`src/rtl/core/mlmt_pkg.sv`:
```
`timescale 1ns / 1ps

package mlmt_pkg;

    localparam int MAX_ENTRIES = 16;
    localparam int NAME_BYTES  = 8;
    localparam int SLOT_W      = (MAX_ENTRIES > 1) ? $clog2(MAX_ENTRIES) : 1;

    localparam logic [SLOT_W-1:0] LAST_SLOT = SLOT_W'(MAX_ENTRIES - 1);

    // operation codes
    localparam logic [1:0] OP_REGISTER   = 2'd0;
    localparam logic [1:0] OP_UNREGISTER = 2'd1;
    localparam logic [1:0] OP_SAMPLE     = 2'd2;

    // status codes
    localparam logic [2:0] ST_OK         = 3'd0;
    localparam logic [2:0] ST_BAD_LIMITS = 3'd1;
    localparam logic [2:0] ST_FULL       = 3'd2;
    localparam logic [2:0] ST_NOT_FOUND  = 3'd3;
    localparam logic [2:0] ST_EMPTY_SLOT = 3'd4;

    // sample actions
    localparam logic [1:0] ACT_NONE  = 2'd0;
    localparam logic [1:0] ACT_WARN  = 2'd1;
    localparam logic [1:0] ACT_KILL  = 2'd2;
    localparam logic [1:0] ACT_STALE = 2'd3;

    typedef struct packed {
        logic [1:0]  operation;
        logic [21:0] process_id;
        logic [63:0] container_tag;
        logic [47:0] soft_limit;
        logic [47:0] hard_limit;
        logic [3:0]  slot_index;
        logic [47:0] resident_bytes;
        logic        task_exists;
    } t_req;

    typedef struct packed {
        logic [2:0]  status;
        logic [3:0]  slot_used;
        logic [1:0]  action;
        logic [21:0] entry_pid;
        logic [47:0] limit_crossed;
    } t_rsp;

    typedef struct packed {
        logic [21:0] pid;
        logic [63:0] tag;
        logic [47:0] soft_limit;
        logic [47:0] hard_limit;
        logic        warned;
    } t_entry;

    typedef struct packed {
        logic              we;
        logic [SLOT_W-1:0] addr;
        t_entry            data;
    } t_ram_wr;

    // cut to NAME_BYTES bytes and clear everything from the first zero byte on
    function automatic logic [63:0] tag_form(input logic [63:0] raw);
        logic [63:0] kept;
        logic        live;
        kept = '0;
        live = 1'b1;
        for (int b = 0; b < NAME_BYTES; b++) begin
            if (raw[8*b +: 8] == 8'd0) begin
                live = 1'b0;
            end
            if (live) begin
                kept[8*b +: 8] = raw[8*b +: 8];
            end
        end
        return kept;
    endfunction

endpackage

```
`src/rtl/core/mlmt_if.sv`:
```
`timescale 1ns / 1ps

interface mlmt_req_if;
    import mlmt_pkg::*;

    logic valid;
    logic ready;
    t_req payload;

    modport source (output valid, output payload, input ready);
    modport sink   (input valid, input payload, output ready);
endinterface

interface mlmt_rsp_if;
    import mlmt_pkg::*;

    logic valid;
    logic ready;
    t_rsp payload;

    modport source (output valid, output payload, input ready);
    modport sink   (input valid, input payload, output ready);
endinterface

```
`src/rtl/core/mlmt_entry_ram.sv`:
```
`timescale 1ns / 1ps

module mlmt_entry_ram (
    input  logic                        i_clk,
    input  mlmt_pkg::t_ram_wr           i_wr,
    input  logic [mlmt_pkg::SLOT_W-1:0] i_raddr,
    output mlmt_pkg::t_entry            o_rdata
);
    import mlmt_pkg::*;

    t_entry r_mem [MAX_ENTRIES];
    t_entry r_rdata;

    always_ff @(posedge i_clk) begin
        if (i_wr.we) begin
            r_mem[i_wr.addr] <= i_wr.data;
        end
    end

    always_ff @(posedge i_clk) begin
        r_rdata <= r_mem[i_raddr];
    end

    assign o_rdata = r_rdata;

endmodule

```
`src/rtl/core/mlmt_seq.sv`:
```
`timescale 1ns / 1ps

module mlmt_seq (
    input  logic                        i_clk,
    input  logic                        i_rst_n,
    mlmt_req_if.sink                    i_req,
    output logic                        o_res_valid,
    input  logic                        i_res_ready,
    output mlmt_pkg::t_rsp              o_res,
    output mlmt_pkg::t_ram_wr           o_ram_wr,
    output logic [mlmt_pkg::SLOT_W-1:0] o_ram_raddr,
    input  mlmt_pkg::t_entry            i_ram_rdata
);
    import mlmt_pkg::*;

    typedef enum logic [5:0] {
        S_IDLE    = 6'b000001,
        S_REG     = 6'b000010,
        S_UNREG   = 6'b000100,
        S_SAMP_RD = 6'b001000,
        S_SAMP_EV = 6'b010000,
        S_RESP    = 6'b100000
    } t_state;

    t_state                 r_state, n_state;
    t_req                   r_req, n_req;
    logic [SLOT_W-1:0]      r_scan, n_scan;
    logic                   r_pend, n_pend;
    logic [SLOT_W-1:0]      r_pend_idx, n_pend_idx;
    logic [MAX_ENTRIES-1:0] r_valid, n_valid;
    t_rsp                   r_res, n_res;

    logic [SLOT_W-1:0] samp_addr;
    logic              samp_oob;
    logic              pid_tag_hit;

    assign samp_addr   = SLOT_W'(r_req.slot_index);
    assign samp_oob    = 32'(r_req.slot_index) >= MAX_ENTRIES;
    assign pid_tag_hit = (i_ram_rdata.pid == r_req.process_id) &&
                         (i_ram_rdata.tag == r_req.container_tag);

    always_comb begin
        n_state        = r_state;
        n_req          = r_req;
        n_scan         = r_scan;
        n_pend         = r_pend;
        n_pend_idx     = r_pend_idx;
        n_valid        = r_valid;
        n_res          = r_res;
        o_ram_wr.we    = 1'b0;
        o_ram_wr.addr  = r_scan;
        o_ram_wr.data  = i_ram_rdata;
        o_ram_raddr    = r_scan;

        unique case (r_state)
            S_IDLE: begin
                if (i_req.valid) begin
                    n_req               = i_req.payload;
                    n_req.container_tag = tag_form(i_req.payload.container_tag);
                    n_scan              = '0;
                    n_pend              = 1'b0;
                    if (i_req.payload.operation == OP_REGISTER) begin
                        n_state = S_REG;
                    end else if (i_req.payload.operation == OP_UNREGISTER) begin
                        n_state = S_UNREG;
                    end else if (i_req.payload.operation == OP_SAMPLE) begin
                        n_state = S_SAMP_RD;
                    end
                end
            end
            S_REG: begin
                if (r_req.soft_limit > r_req.hard_limit) begin
                    n_res   = '{ST_BAD_LIMITS, 4'd0, ACT_NONE, 22'd0, 48'd0};
                    n_state = S_RESP;
                end else if (!r_valid[r_scan]) begin
                    o_ram_wr.we              = 1'b1;
                    o_ram_wr.data.pid        = r_req.process_id;
                    o_ram_wr.data.tag        = r_req.container_tag;
                    o_ram_wr.data.soft_limit = r_req.soft_limit;
                    o_ram_wr.data.hard_limit = r_req.hard_limit;
                    o_ram_wr.data.warned     = 1'b0;
                    n_valid[r_scan]          = 1'b1;
                    n_res   = '{ST_OK, 4'(r_scan), ACT_NONE, r_req.process_id, 48'd0};
                    n_state = S_RESP;
                end else if (r_scan == LAST_SLOT) begin
                    n_res   = '{ST_FULL, 4'd0, ACT_NONE, 22'd0, 48'd0};
                    n_state = S_RESP;
                end else begin
                    n_scan = r_scan + 1'b1;
                end
            end
            S_UNREG: begin
                // read of slot n overlaps the compare of slot n-1
                if (r_pend && r_valid[r_pend_idx] && pid_tag_hit) begin
                    n_valid[r_pend_idx] = 1'b0;
                    n_res   = '{ST_OK, 4'(r_pend_idx), ACT_NONE, r_req.process_id, 48'd0};
                    n_state = S_RESP;
                end else if (r_pend && r_pend_idx == LAST_SLOT) begin
                    n_res   = '{ST_NOT_FOUND, 4'd0, ACT_NONE, 22'd0, 48'd0};
                    n_state = S_RESP;
                end else begin
                    n_pend     = 1'b1;
                    n_pend_idx = r_scan;
                    n_scan     = r_scan + 1'b1;
                end
            end
            S_SAMP_RD: begin
                o_ram_raddr = samp_addr;
                if (samp_oob || !r_valid[samp_addr]) begin
                    n_res   = '{ST_EMPTY_SLOT, r_req.slot_index, ACT_NONE, 22'd0, 48'd0};
                    n_state = S_RESP;
                end else begin
                    n_state = S_SAMP_EV;
                end
            end
            S_SAMP_EV: begin
                o_ram_wr.addr = samp_addr;
                n_state       = S_RESP;
                if (!r_req.task_exists) begin
                    n_valid[samp_addr] = 1'b0;
                    n_res = '{ST_OK, r_req.slot_index, ACT_STALE, i_ram_rdata.pid, 48'd0};
                end else if (r_req.resident_bytes > i_ram_rdata.hard_limit) begin
                    n_valid[samp_addr] = 1'b0;
                    n_res = '{ST_OK, r_req.slot_index, ACT_KILL, i_ram_rdata.pid,
                              i_ram_rdata.hard_limit};
                end else if (r_req.resident_bytes > i_ram_rdata.soft_limit &&
                             !i_ram_rdata.warned) begin
                    o_ram_wr.we          = 1'b1;
                    o_ram_wr.data.warned = 1'b1;
                    n_res = '{ST_OK, r_req.slot_index, ACT_WARN, i_ram_rdata.pid,
                              i_ram_rdata.soft_limit};
                end else begin
                    n_res = '{ST_OK, r_req.slot_index, ACT_NONE, i_ram_rdata.pid, 48'd0};
                end
            end
            S_RESP: begin
                if (i_res_ready) begin
                    n_state = S_IDLE;
                end
            end
            default: begin
                n_state = S_IDLE;
            end
        endcase
    end

    always_ff @(posedge i_clk) begin
        if (!i_rst_n) begin
            r_state <= S_IDLE;
            r_valid <= '0;
            r_pend  <= 1'b0;
        end else begin
            r_state <= n_state;
            r_valid <= n_valid;
            r_pend  <= n_pend;
        end
    end

    always_ff @(posedge i_clk) begin
        r_req      <= n_req;
        r_scan     <= n_scan;
        r_pend_idx <= n_pend_idx;
        r_res      <= n_res;
    end

    assign i_req.ready = (r_state == S_IDLE);
    assign o_res_valid = (r_state == S_RESP);
    assign o_res       = r_res;

endmodule

```
`src/rtl/core/memory_limit_monitor_table_core.sv`:
```
`timescale 1ns / 1ps

// table of up to 16 monitored processes, each with pid, name tag, soft and hard limits
// request channel i_req: register (op 0), unregister (op 1) or sample one slot (op 2)
// response channel o_rsp: exactly one response per request of op 0..2, none for op 3
// both channels are valid/ready; a request is taken on a clock edge with both high
// work from request to response valid:
//   register   one slot valid bit examined per cycle
//   unregister one entry memory read per cycle, compare
//              overlapped with the next read
//   sample     one memory read, then the limit check and write back
// one request in flight at a time; the entry memory single read port sets the scan rate
// a response waits in the output register, so the next request is taken while the
// receiver stalls; with the output register and the sequencer both full, ready drops
// reset (synchronous, active low) empties the table at once: the slot valid bits are
// flops, the entry memory itself is not cleared and only read behind a valid bit
module memory_limit_monitor_table_core (
    input  logic     i_clk,
    input  logic     i_rst_n,
    mlmt_req_if.sink i_req,
    mlmt_rsp_if.source o_rsp
);
    import mlmt_pkg::*;

    t_rsp              res;
    logic              res_valid;
    logic              res_ready;
    t_ram_wr           ram_wr;
    logic [SLOT_W-1:0] ram_raddr;
    t_entry            ram_rdata;

    // output register between the sequencer and the receiver
    logic r_out_valid;
    t_rsp r_out;

    mlmt_seq u_seq (
        .i_clk       (i_clk),
        .i_rst_n     (i_rst_n),
        .i_req       (i_req),
        .o_res_valid (res_valid),
        .i_res_ready (res_ready),
        .o_res       (res),
        .o_ram_wr    (ram_wr),
        .o_ram_raddr (ram_raddr),
        .i_ram_rdata (ram_rdata)
    );

    // pid, tag, limits and warned flag of every slot
    mlmt_entry_ram u_entry_ram (
        .i_clk   (i_clk),
        .i_wr    (ram_wr),
        .i_raddr (ram_raddr),
        .o_rdata (ram_rdata)
    );

    // take a new response whenever the register is empty or being drained
    assign res_ready = !r_out_valid || o_rsp.ready;

    always_ff @(posedge i_clk) begin
        if (!i_rst_n) begin
            r_out_valid <= 1'b0;
        end else if (res_ready) begin
            r_out_valid <= res_valid;
        end
    end

    always_ff @(posedge i_clk) begin
        if (res_ready && res_valid) begin
            r_out <= res;
        end
    end

    assign o_rsp.valid   = r_out_valid;
    assign o_rsp.payload = r_out;

endmodule

```
`src/flat_wrapper.sv`:
```
// flat-port wrapper written by rule: the top's interface ports become plain ports
module memory_limit_monitor_table_core_flat import mlmt_pkg::*;
  (i_clk, i_rst_n, i_req_valid, i_req_payload, i_req_ready, o_rsp_valid, o_rsp_payload, o_rsp_ready);
  mlmt_req_if i_req_i ();
  mlmt_rsp_if o_rsp_i ();
  input  logic i_clk;
  input  logic i_rst_n;
  input wire logic [$bits(i_req_i.valid)-1:0] i_req_valid;
  input wire logic [$bits(i_req_i.payload)-1:0] i_req_payload;
  output wire logic [$bits(i_req_i.ready)-1:0] i_req_ready;
  output wire logic [$bits(o_rsp_i.valid)-1:0] o_rsp_valid;
  output wire logic [$bits(o_rsp_i.payload)-1:0] o_rsp_payload;
  input wire logic [$bits(o_rsp_i.ready)-1:0] o_rsp_ready;
  assign i_req_i.valid = i_req_valid;
  assign i_req_i.payload = i_req_payload;
  assign i_req_ready = i_req_i.ready;
  assign o_rsp_valid = o_rsp_i.valid;
  assign o_rsp_payload = o_rsp_i.payload;
  assign o_rsp_i.ready = o_rsp_ready;
  memory_limit_monitor_table_core u_core (.i_clk(i_clk), .i_rst_n(i_rst_n), .i_req(i_req_i), .o_rsp(o_rsp_i));
endmodule
```
`config.mk`:
```
export PLATFORM = sky130hd
export DESIGN_NAME = memory_limit_monitor_table_core_flat
export DESIGN_NICKNAME = d
export VERILOG_FILES = /design/src/rtl/core/mlmt_pkg.sv /design/src/rtl/core/mlmt_if.sv /design/src/rtl/core/mlmt_entry_ram.sv /design/src/rtl/core/mlmt_seq.sv /design/src/rtl/core/memory_limit_monitor_table_core.sv /design/src/flat_wrapper.sv
export SDC_FILE = /design/constraint.sdc
export NUM_CORES = 2
export LEC_CHECK = 0
export BUFFER_PORTS_ARGS = -buffer_cell sky130_fd_sc_hd__buf_2
export CELL_PAD_IN_SITES_DETAIL_PLACEMENT = 0
export CELL_PAD_IN_SITES_GLOBAL_PLACEMENT = 1
export CORE_ASPECT_RATIO = 1.2
export CORE_MARGIN = 4
export CORE_UTILIZATION = 40
export DETAILED_ROUTE_END_ITERATION = 6
export GPL_TIMING_DRIVEN = 0
export PLACE_DENSITY = 0.63
export SYNTH_ARGS = -nofsm -noshare
export SYNTH_HDL_FRONTEND = slang
export SYNTH_HIERARCHICAL = 1
export SYNTH_SLANG_ARGS = --single-unit
```
`constraint.sdc`:
```
create_clock -name i_clk -period 21.1 [get_ports i_clk]
set_clock_uncertainty 0.05 [all_clocks]
set_input_delay 3.165 -clock i_clk [delete_from_list [all_inputs] [get_ports i_clk]]
set_output_delay 3.165 -clock i_clk [all_outputs]
set_load 0.02 [all_outputs]
```
## Word-level counts from Yosys, hierarchy flattened

Memory sizes are Yosys's and may differ from the RTL's. A register that Yosys moved wholly into a read port is not among the register bits.
Cells that the tools add are included.

- $lt $le $gt $ge: 9
- Add/subtract/negate cells: 1
- Reductions and logical operators: 32
- Equal/unequal tests: 26
- Mux-type cells: 92
- Bitwise logic cells: 7

Operator list:

| kind | number |
|---|---|
| $mux 79 | 6 |
| $mux 183 | 2 |
| $pmux 79 s4 | 1 |
| $mux 182 | 1 |
| $gt 48x48->1 | 3 |
| $mux 72 | 2 |
| $mux 16 | 5 |
| $mux 71 | 1 |
| $mux 6 | 11 |
| $eq 64x64->1 | 1 |
| $logic_not 8->1 | 8 |
| $pmux 16 s3 | 1 |
| $mux 1 | 43 |
| $pmux 6 s6 | 1 |
| $and 16x16->16 | 2 |
| $mux 4 | 8 |
| $not 16->16 | 2 |
| $eq 22x22->1 | 1 |
| $ne 2x2->1 const B | 10 |
| $or 16x16->16 | 1 |
| $lt 4x5->1 const B | 3 |
| $bmux 1 s4 | 3 |
| $demux 1 s4 | 3 |
| $ge 4x1->1 const B | 3 |
| 28 further kinds | 45 |

- Bits in writable memories: 2,928
- Register bits after elaboration: 425
- Output and inout port bits: 81
- Memories: 1
- Input port bits: 241

Memories:

| memory | depth | width | rd ports | clocked after Yosys merged registers in | write ports | line | text |
|---|---|---|---|---|---|---|---|
| u_core.u_entry_ram.r_mem | 16 | 183 | 1 | 1 | 1 | mlmt_entry_ram.sv:11 | `t_entry r_mem [MAX_ENTRIES];` |

## Longest topological paths before layout

- Depth after elaboration: 25
- Gate-level depth with buffers: 13
- Depth with buffers taken out: 12

## Cells and area by module

The synthesis kept the hierarchy.

Modules (own cells, without submodules):

| module | area each (sq um) | seq. area each (sq um) | instances | cells an instance |
|---|---|---|---|---|
| mlmt_entry_ram | 113,553.9 | 91,587.8 | 1 | 4,786 |
| mlmt_seq | 20,011.7 | 10,129.7 | 1 | 1,944 |
| memory_limit_monitor_table_core | 2,429.8 | 2,392.3 | 1 | 84 |

## Worst setup path before layout

Ideal clock, no wire load.

- Path kind: flip-flop to flip-flop
- Start: register u_core/u_seq/r_req[144] in the netlist's numbering
- End: memory u_core/u_entry_ram/r_mem[0][0] in the netlist's numbering (enable)
- Stages on the path, launching flop included: 13
- Path buffers: 2
- Arrival: 15.380 ns
- Path slack: 4.720 ns
- Library setup time: 0.950 ns
- Path through: edfxtp_1 -> ha_1 -> nand4_1 -> nor2_1 -> a221o_1 -> a211o_1 -> a211oi_1 -> o211ai_1 -> clkbuf_1 -> clkbuf_1 -> o21ai_0 -> or3b_2 -> nor3_1

RTL lines:

| item | line | text |
|---|---|---|
| start, declared | mlmt_seq.sv:26 | `t_req r_req, n_req;` |
| start signal, assigned | mlmt_seq.sv:160 | `r_req <= n_req;` |
| end, declared | mlmt_entry_ram.sv:11 |  |

==> metrics.cfg <==
[outcome]
status = finished, violations left
violations = DRC

[sta]
setup_tns_ns = 0
finalCriticalPeriod_ns = 8.596
fmax_ghz = 0.1163
min_period_over_period_pct = 40.74
rsz0062_at_grt = no
finalSetupViolations = 0
timing.max_slew.rel_slack_pct = 3.047
finalMaxSlewViolations = 0
timing_worst_slew_pin_value_ns = 1.454
final.hold.worst_slack_ns = 0.3653
report.final.hold_viol_count = 0

[power]
report.power.total_mw = 18.23
p_leak_nw = 53.12
p_per_area_nw_per_um2 = 113.5
peakVddDrop_uv = 84.21

[grt]
grt_pass1_wl_mm = 594.1
gr_layer_usage_met1_pct = 33.07
grt_use_met2_pct = 39.41
globalRouteMet3Util_pct = 4.290
grt_start_max_net_pins = 109
grt.total_usage_pct = 24.31
grt_antenna_before_repair = 27
busiest_layer = met2
overflow_after_grt = 0
first_global_vias = 73763

[detailed_routing]
detailedRoute.firstIterationViolations = 9445
post_route_drc_violation_count = 1
detail-route-antenna-nets = 0
viasPerCell = 5.857
routed_wire_length_per_instance_um = 34.25
detailroute.via_count = 74016
detailedRoute.firstPassIterationCount = 7
route.final.wire_length_mm = 432.8

[setup_path]
worst_r2r_path_depth = 21
worst-endpoint-arrival_ns = 9.19
worst_r2r_endpoint = u_core/u_entry_ram/r_mem[4][95]
crit_path_end_kind = register
timing_worst_setup_path_type = register to register
reg2reg_setup_slack_ns = 12.50
timing.rr.start = u_core/u_seq/r_req[100]
worst_setup_path_start_kind = register
crit_path_max_fanout = 10
critPathRequiredTime_ns = 21.70

[place]
dp.cells = 11941
port_buffers = 321
place.gp.congestion = 0.9086
dpl.hpwl_mm = 303.6

[cells_and_area]
final_cell_count_without_fillers = 12637
multi_input_comb_area_um2 = 29710
post-route-util_pct = 47.46
area_occupied_by_registers_um2 = 104100
nets = 8218
layout.filler_cells = 28319
layout-drive-gt1-share_pct = 27.66
area.growth.synth_to_final_pct = 18.12

[logic_synthesis]
synthDominantCellAreaShare_pct = 73.51
mappedNetlistArea_um2 = 136000
synthDominantAreaCellType = sky130_fd_sc_hd__edfxtp_1
yosysWarnings = 6
synth_seq_cells = 3536
post_synth_most_frequent_cells = sky130_fd_sc_hd__edfxtp_1 (3329), sky130_fd_sc_hd__mux4_2 (693), sky130_fd_sc_hd__nand2_1 (516), sky130_fd_sc_hd__a22oi_1 (316), sky130_fd_sc_hd__dfxtp_1 (207)
synth_simple_gate_area_share_pct = 3.080
number_of_synthesized_flops_with_an_enable_pin = 3329
mappedNetlistNets = 7206
post_synth_xor_area_fraction_pct = 0.3156
ys_seq_area_share_pct = 76.55
synth.area.top_cells = sky130_fd_sc_hd__edfxtp_1 (74%), sky130_fd_sc_hd__mux4_2 (11%), sky130_fd_sc_hd__dfxtp_1 (3.0%)
yosysMostFrequentCell = sky130_fd_sc_hd__edfxtp_1
synth_ff_type = sky130_fd_sc_hd__edfxtp_1
post_synth_arst_share_pct = 0
netlist_instances = 6814
synth_compound_area_share_pct = 4.330
synth.lib_cells_used.distinct = 82
average_instance_area_after_synthesis_um2 = 19.96
adder_cell_fraction_of_synth_area_pct = 1.389
muxShareOfSynthArea_pct = 12.58
synth_top_family_by_area = multiplexers

[min_path]
endpoint_with_the_worst_hold_slack = u_core/o_rsp.payload[23]
worstHoldPathType = register to register
whs_path_depth = 0
hold_path.startpoint = u_core/u_seq/o_res[23]

[floorplanning]
die_area_um2 = 349400
start_util_pct = 40.18
design.core.area_um2 = 338500
floorplan.io_pins = 322
die_height_um = 646.7
rows = 234
die_w_um = 540.3

[cts]
htree_levels = 5
path_clk_slew_ns = 0.06
clk_path_buf_depth = 4
ctsRootBufferMaster = sky130_fd_sc_hd__clkbuf_16
cts_tree = done
postCtsResizedCells = 0
post_cts_buffers = 0
worstSkewPairLatency_ns = 0.96
cts-hold-fix-buffers = 0
numCtsBuffers = 363
clock-sinks = 3536

[job]
max_cap_violations = 0

==> state kept, by name, indices dropped and copies added (netlist names) <==
| register | cells |
|---|---|
| u_core/o_rsp.valid | 1 |
| u_core/u_seq/samp_addr | 4 |
| u_core/u_seq/r_valid | 16 |
| u_core/u_seq/r_req | 231 |
| u_core/u_seq/r_scan | 4 |
| u_core/u_seq/r_pend_idx | 4 |
| u_core/u_seq/r_pend | 1 |
| u_core/u_seq/r_state | 6 |
| u_core/u_seq/o_res | 79 |
| u_core/u_entry_ram/o_rdata | 183 |
| u_core/o_rsp.payload | 79 |
| u_core/u_entry_ram/r_mem | 2928 |
==> metrics by stage <==
stage | worst slack (ns) | area, um^2
detailed placement | 12.73 | 148300
floorplan | 4.720 | 136000
finish | 12.50 | 160600
global route | 12.52 | 160600
CTS | 12.68 | 160600
global placement | -18.08 | 143200
==> worst max-delay path by stage <==
stage	start	endpoint	cells after the start
3_3_place_gp	u_core/u_seq/r_req[100]	u_core/u_entry_ram/r_mem[0][174]	11
3_5_place_dp	u_core/u_seq/r_req[100]	u_core/u_entry_ram/r_mem[4][174]	21
2_1_floorplan	u_core/u_seq/r_req[144]	u_core/u_entry_ram/r_mem[0][0]	12
5_1_grt	u_core/u_seq/r_req[100]	u_core/u_entry_ram/r_mem[4][98]	20
6_report	u_core/u_seq/r_req[100]	u_core/u_entry_ram/r_mem[4][95]	21
4_1_cts	u_core/u_seq/r_req[100]	u_core/u_entry_ram/r_mem[4][98]	21
==> critical path, cell delays in order, from the launching register on <==
cell	delay [ns]
sky130_fd_sc_hd__edfxtp_1	0.58
sky130_fd_sc_hd__inv_1	0.09
sky130_fd_sc_hd__ha_1	0.32
sky130_fd_sc_hd__nand4_1	0.31
sky130_fd_sc_hd__nor4_2	0.59
sky130_fd_sc_hd__buf_6	0.24
sky130_fd_sc_hd__nand4_1	0.21
sky130_fd_sc_hd__a31oi_1	0.41
sky130_fd_sc_hd__a211oi_1	0.24
sky130_fd_sc_hd__o211ai_1	0.86
sky130_fd_sc_hd__clkbuf_1	1.09
sky130_fd_sc_hd__clkbuf_2	0.82
sky130_fd_sc_hd__o21ai_0	0.49
sky130_fd_sc_hd__nand3b_1	0.48
sky130_fd_sc_hd__nor3_2	0.22
sky130_fd_sc_hd__buf_8	0.25
sky130_fd_sc_hd__buf_6	0.16
sky130_fd_sc_hd__buf_6	0.15
sky130_fd_sc_hd__buf_6	0.16
sky130_fd_sc_hd__buf_6	0.16
sky130_fd_sc_hd__buf_6	0.16
sky130_fd_sc_hd__buf_4	0.20
==> area by class of cell <==
type / count / area share (%)
repair buffers: 647 / 4.051
inverters: 187 / 0.4416
well taps: 4484 / 3.493
multi-input cells: 2743 / 18.49
clock buffers: 482 / 6.321
flip-flops and latches: 3536 / 64.81
plain buffers: 348 / 1.056
diodes: 19 / 0.02960
clock inverters: 191 / 1.304
==> routing by layer <==
layer,wire (um),up-vias,share of wire (%)
met5,13,-,0.0030
met4,18120,2,4.2
met3,37820,689,8.7
met2,205900,3742,48
met1,171000,39634,39
li1,-,29949,-
==> where the power goes <==
group	internal [mW]	leakage, nW	switching (mW)
Sequential	8.47	31.8	0.294
Clock	3.88	5.97	2.72
Combinational	0.915	15.4	1.96
==> cell families after synthesis <==
family                   Yosys count
XOR/XNOR                          49
adder cells (fa/ha/maj)          151
buffers and inverters            535
AO/OA/AOI/OAI                    826
flip-flops                      3536
multiplexers                     826
AND/OR/NAND/NOR                  891
==> cell usage in the layout (no fill, tap or decap), types with 63 or more instances in the layout <==
| cell | count |
|---|---|
| sky130_fd_sc_hd__dfxtp_1 | 207 |
| sky130_fd_sc_hd__nand2_1 | 516 |
| sky130_fd_sc_hd__a21oi_1 | 71 |
| sky130_fd_sc_hd__buf_12 | 105 |
| sky130_fd_sc_hd__o21ai_0 | 63 |
| sky130_fd_sc_hd__inv_1 | 185 |
| sky130_fd_sc_hd__clkbuf_1 | 203 |
| sky130_fd_sc_hd__nor2b_1 | 67 |
| sky130_fd_sc_hd__buf_4 | 73 |
| sky130_fd_sc_hd__buf_2 | 475 |
| sky130_fd_sc_hd__edfxtp_1 | 3329 |
| sky130_fd_sc_hd__clkbuf_16 | 374 |
| sky130_fd_sc_hd__buf_6 | 150 |
| sky130_fd_sc_hd__mux4_2 | 693 |
| sky130_fd_sc_hd__ha_1 | 151 |
| sky130_fd_sc_hd__a22oi_1 | 316 |
| sky130_fd_sc_hd__mux2_2 | 96 |
| sky130_fd_sc_hd__o21ai_1 | 109 |
(Power assumes the default switching activity.)
